## src/sv/prp_pkg.sv

```systemverilog
`default_nettype none
package prp_pkg;

  localparam int FIELD_W       = 11;
  localparam int MODE_W        = 2;
  localparam int COLOR_W       = 16;
  localparam int RANK_W        = 16;
  localparam int POSITIONS_DEF = 1024;

  localparam logic [FIELD_W-1:0] IN_USE_RESET = 11'd1024;

  localparam logic [MODE_W-1:0] MODE_PAINT = 2'd0;
  localparam logic [MODE_W-1:0] MODE_QUERY = 2'd1;
  localparam logic [MODE_W-1:0] MODE_CLEAR = 2'd2;

  typedef enum logic [2:0] {
    ST_CLEAR,
    ST_IDLE,
    ST_PAINT,
    ST_DRAIN,
    ST_QREAD,
    ST_QWAIT
  } state_t;

  // per-cycle commands from the sequencer to the datapath
  typedef struct packed {
    logic rd_en;
    logic clr_wr;
    logic paint_chk;
    logic out_load;
    logic hit_ok;
  } ctl_t;

endpackage
`default_nettype wire

```

## src/sv/prp_ctrl.sv

```systemverilog
`default_nettype none
module prp_ctrl #(
  parameter int POSITIONS = prp_pkg::POSITIONS_DEF,
  parameter int AW        = $clog2(POSITIONS)
) (
  input  logic                        clk,
  input  logic                        rst,
  input  logic                        in_fire,
  input  logic [prp_pkg::MODE_W-1:0]  mode,
  input  logic [prp_pkg::FIELD_W-1:0] span_start,
  input  logic [prp_pkg::FIELD_W-1:0] span_end,
  input  logic [prp_pkg::FIELD_W-1:0] in_use,
  input  logic                        out_busy,
  output logic                        busy,
  output prp_pkg::ctl_t               ctl,
  output logic [AW-1:0]               addr,
  output logic [AW-1:0]               pend_addr
);
  import prp_pkg::*;

  // wide enough for both the field range and the line length
  localparam int CW = (AW + 1 > FIELD_W) ? AW + 1 : FIELD_W;

  state_t        state, state_next;
  logic [AW-1:0] cur, cur_next;
  logic [AW-1:0] last, last_next;
  logic          hit_ok, hit_ok_next;
  logic          pend;

  logic [CW-1:0] lim, s_clip, e_clip, q_pos;
  logic          q_ok;

  always_comb begin
    lim    = (CW'(in_use) > CW'(POSITIONS)) ? CW'(POSITIONS) : CW'(in_use);
    s_clip = (span_start == '0) ? CW'(1) : CW'(span_start);
    e_clip = (CW'(span_end) > lim) ? lim : CW'(span_end);
    q_pos  = CW'(span_start);
    q_ok   = (span_start != '0) && (q_pos <= lim);
  end

  always_ff @(posedge clk) begin
    if (rst) begin
      state  <= ST_CLEAR;
      cur    <= '0;
      pend   <= 1'b0;
      hit_ok <= 1'b0;
    end else begin
      state  <= state_next;
      cur    <= cur_next;
      pend   <= (state == ST_PAINT);
      hit_ok <= hit_ok_next;
    end
  end

  always_ff @(posedge clk) begin
    last      <= last_next;
    pend_addr <= cur;
  end

  always_comb begin
    state_next = state;
    unique case (state)
      ST_CLEAR: begin
        if (cur == AW'(POSITIONS - 1)) state_next = ST_IDLE;
      end
      ST_IDLE: begin
        if (in_fire) begin
          priority if (mode == MODE_PAINT) begin
            if (s_clip <= e_clip) state_next = ST_PAINT;
          end else if (mode == MODE_QUERY) begin
            state_next = ST_QREAD;
          end else begin
            if (mode == MODE_CLEAR) state_next = ST_CLEAR;
          end
        end
      end
      ST_PAINT: begin
        if (cur == last) state_next = ST_DRAIN;
      end
      ST_DRAIN: state_next = ST_IDLE;
      ST_QREAD: state_next = ST_QWAIT;
      ST_QWAIT: begin
        if (!out_busy) state_next = ST_IDLE;
      end
      default: state_next = ST_IDLE;
    endcase
  end

  always_comb begin
    cur_next    = cur;
    last_next   = last;
    hit_ok_next = hit_ok;
    unique case (state)
      ST_CLEAR, ST_PAINT: cur_next = cur + AW'(1);
      ST_IDLE: begin
        if (in_fire) begin
          priority if (mode == MODE_PAINT) begin
            cur_next  = AW'(s_clip - CW'(1));
            last_next = AW'(e_clip - CW'(1));
          end else if (mode == MODE_QUERY) begin
            cur_next    = q_ok ? AW'(q_pos - CW'(1)) : '0;
            hit_ok_next = q_ok;
          end else begin
            cur_next = '0;
          end
        end
      end
      default: cur_next = cur;
    endcase
  end

  always_comb begin
    busy          = (state != ST_IDLE);
    addr          = cur;
    ctl.rd_en     = (state == ST_PAINT) || (state == ST_QREAD);
    ctl.clr_wr    = (state == ST_CLEAR);
    ctl.paint_chk = pend;
    ctl.out_load  = (state == ST_QWAIT) && !out_busy;
    ctl.hit_ok    = hit_ok;
  end

endmodule
`default_nettype wire

```

## config.mk

```make
export PLATFORM = sky130hd
export DESIGN_NAME = prp_ctrl
export DESIGN_NICKNAME = d
export VERILOG_FILES = /design/src/sv/prp_pkg.sv /design/src/sv/prp_ctrl.sv
export SDC_FILE = /design/constraint.sdc
export NUM_CORES = 1
export LEC_CHECK = 0
export BUFFER_PORTS_ARGS = -buffer_cell sky130_fd_sc_hd__buf_4
export CAP_MARGIN = 40
export CORE_ASPECT_RATIO = 0.5
export CORE_UTILIZATION = 50
export DETAILED_ROUTE_END_ITERATION = 12
export PLACE_DENSITY = 0.84
export SYNTH_ARGS = -nofsm -noshare
export SYNTH_HDL_FRONTEND = slang
export SYNTH_SLANG_ARGS = --single-unit
export TNS_END_PERCENT = 1
```

## constraint.sdc

```tcl
create_clock -name clk -period 9.6 [get_ports clk]
set_input_delay 1.44 -clock clk [delete_from_list [all_inputs] [get_ports clk]]
set_output_delay 1.44 -clock clk [all_outputs]
set_load 0.03 [all_outputs]
```

==> impl_metrics.toml <==
[grt]
grt_pass1_wl_um = 13100
antenna_found_initial = 0
grt_pass1_vias = 2682
grt_max_degree = 22
grt_overflow = 0
grt_usage_pct = 25.9

[cts]
ctsResizeCount = 0
cts_hold_buf = 0
cts_max_level = 2
clk_path_buf_depth = 2
cts_made_buffers = 5
clkTransAtPathRegs_ns = 0.06
cts_root_buf = "clkbuf_16"
cts_setup_buffers = 0
cts_tree = "yes"
cts.sink_count = 35
clock_latency_ns = 0.28

[synthesis]
synth_fa_ha_area_share_pct = 15.3
synth_compound_area_share_pct = 19.9
seq_area_frac_synth_pct = 25.8
yosys_most_used_dff = "dfxtp_1"
synthSimpleGateAreaFrac_pct = 21.2
synth_area_per_cell_sq_um = 8.51
muxShareOfSynthArea_pct = 4.04
synthArstFlopShare_pct = 0
synth_edf_count = 10
synthXorXnorAreaFrac_pct = 7.92
synth_fp_nets = 441
ys_warn_count = 0
yosysTopAreaCell = "dfxtp_1"
syn-cell-area_sq_mm = 0.00310
ys_top_cells_by_area = "dfxtp_1 16%, ha_1 15%, edfxtp_1 9.7%"
yosys_register_bits = 35
synth_top_family_by_area = "simple AND/OR/NAND/NOR gates"
synth_cell_type_count = 64
yosys.area.top_type_share_pct = 16.2
syn_inst = 364

[detailed_routing]
drt-total-wl_um = 8030
routed-via-count = 2903
drt.antenna.violating_nets = 0
drc_errors = 0
drt_iter0_markers = 230
wl_per_cell_um = 16.0
routed_via_density = 5.79
drt_first_pass_iters = 5

[finish]
antenna_cells = 0
layout_common_cells = "66 x buf_4, 38 x ha_1, 31 x nand2_1"
drive_above_1_share_pct = 22.8
fin_cells = 501
syn2layout_area_growth_pct = 21.4
fin_area_sq_mm = 0.00376
num-nets-final = 493
post-route-util_pct = 65.7
layout_commonest_cell = "buf_4"

[timing]
finClkSkew_ns = 0.00582
period_share_pct = 57.1
finalSetupViolations = 0
slew_headroom_pct = 38.5
worst_slew_pin_slew_ns = 0.918
setup-tns-final_ns = 0
setup_ws_ns = 4.12
final_hold_viol_count = 0
fmax_ghz = 0.183
finalCriticalPeriod_ns = 5.48
drv_slew = 0
rsz0062_at_grt = "no"

[floorplanning]
die_width_um = 113
core_area_sq_mm = 0.00573
io_pins = 65
row_count = 19
initial_utilization_pct = 54.1
die_height_um = 57.7
dieArea_sq_mm = 0.00653

[placement]
place_area_sq_mm = 0.00359
portBuffers = 64
placed_cells = 493
pre_cts_ws_ns = 3.88
place_congestion = 0.923
dp_hpwl_um = 6380

[critical_path]
reg2reg_slack_ns = 6.98
critPathCaptureType = "flip-flop"
path_class = "in -> reg"
crit_path_start = "in_use[10]"
required_ns = 9.83
crit_fanout = 21
r2r-end = "addr[1]$_SDFFE_PP0P_"
timing.rr.start = "state[0]$_SDFFE_PP0P_"
worst_r2r_path_depth = 5
critPathArrivalTime_ns = 5.70
cpPeakStageDelay_ns = 0.43
crit_end = "state[1]$_SDFFE_PP0P_"
crit_chain = "buf_4, inv_1, nand2_1, ha_1, a21oi_1, a211oi_2, a2111oi_4, a41oi_2, buf_4, mux2_4, ha_1, a21o_1, a21o_1, a21oi_1, nor4bb_1, o2111ai_1, nor3_1, or2_1"
slowest_stage = "nor4bb_1"
critPathLaunchType = "input pin"

[run]
maxCapViolCount = 0

[worst_hold_path]
hp-class = "reg -> reg"
min_from = "addr[1]$_SDFFE_PP0P_"

[pwr]
power_leakage_nw = 1.64
vdd_drop_max_mv = 0.0792
powerDensity_mw_per_mm2 = 127

[status]
outcome = "complete, no violations"
[worst max-delay path: cells and delay by family]
kind / cells / cell delay [ns]
multiplexers: 1 / 0.35
adder cells (fa/ha/maj): 2 / 0.69
AO/OA/AOI/OAI: 8 / 1.51
buffers and inverters: 3 / 0.75
AND/OR/NAND/NOR: 4 / 0.95
[layer usage]
metal	vias up	wire, um	track usage (%)
met1	1305	3770	36.2
met5	-	0	0
li1	1435	-	-
met3	13	664	3.87
met2	150	3460	42.3
met4	0	132	7.14
[report_power, final]
group	total (W)	internal, W	switching [W]	leakage (nW)
Clock	0.000183	0.000122	0.0000604	0.0838
Combinational	0.000133	0.0000577	0.0000758	1.26
Sequential	0.000160	0.000157	0.00000340	0.293
Total	0.000476	0.000337	0.000140	1.64
[flip-flops by register name, summed over array words and instances, names as in the netlist]
register   flops
addr          10
last          10
pend_addr     10
state          3
hit_ok         1
pend           1
[worst min path at each step]
stage | endpoint | slack, ns | depth (start not counted)
floorplan | hit_ok$_SDFFE_PP0P_ | 0.45 | 2
global placement | pend_addr[4]$_DFF_P_ | 0.43 | 0
detailed placement | pend_addr[4]$_DFF_P_ | 0.43 | 0
CTS | pend_addr[4]$_DFF_P_ | 0.44 | 0
global route | pend_addr[4]$_DFF_P_ | 0.45 | 0
finish | pend_addr[1]$_DFF_P_ | 0.44 | 0
[per-stage QoR]
step	power [W]	hold WS [ns]
6_report	0.000476	0.445
5_1_grt	0.000499	0.454
4_1_cts	0.000476	0.439
3_5_place_dp	0.000295	0.431
3_3_place_gp	0.000292	0.428
2_1_floorplan	0.000253	0.455
[cell families (layout without fill, tap and decap cells)]
logic type               after synthesis  in the layout
AND/OR/NAND/NOR                      127            127
AO/OA/AOI/OAI                         86             86
buffers and inverters                 41             94
adder cells (fa/ha/maj)               38             38
flip-flops                            35             35
XOR/XNOR                              28             28
multiplexers                           9              9
[layout make-up]
| cell class | count | area (sq um) |
|---|---|---|
| Inverter | 20 | 75.1 |
| Timing Repair Buffer | 66 | 495 |
| Clock inverter | 3 | 43.8 |
| Sequential cell | 35 | 801 |
| Tap cell | 84 | 105 |
| Clock buffer | 5 | 125 |
| Fill cell | 493 | 1970 |
| Multi-Input combinational cell | 288 | 2120 |
[cell usage after synthesis (3+ instances only)]
master	instances
nor2_1	28
mux2_2	4
dfxtp_1	25
ha_1	38
nand3_1	14
nand4_1	8
a31oi_1	4
nor2b_1	10
nand2b_1	3
xnor2_1	10
a21oi_1	26
clkbuf_1	17
o21ai_0	17
nor3_1	11
xor2_1	18
o211ai_1	3
a21o_1	6
nand2_1	31
a22oi_1	3
inv_1	19
edfxtp_1	10
nor4_1	3
Note: power is estimated with default switching activity, not from simulation.
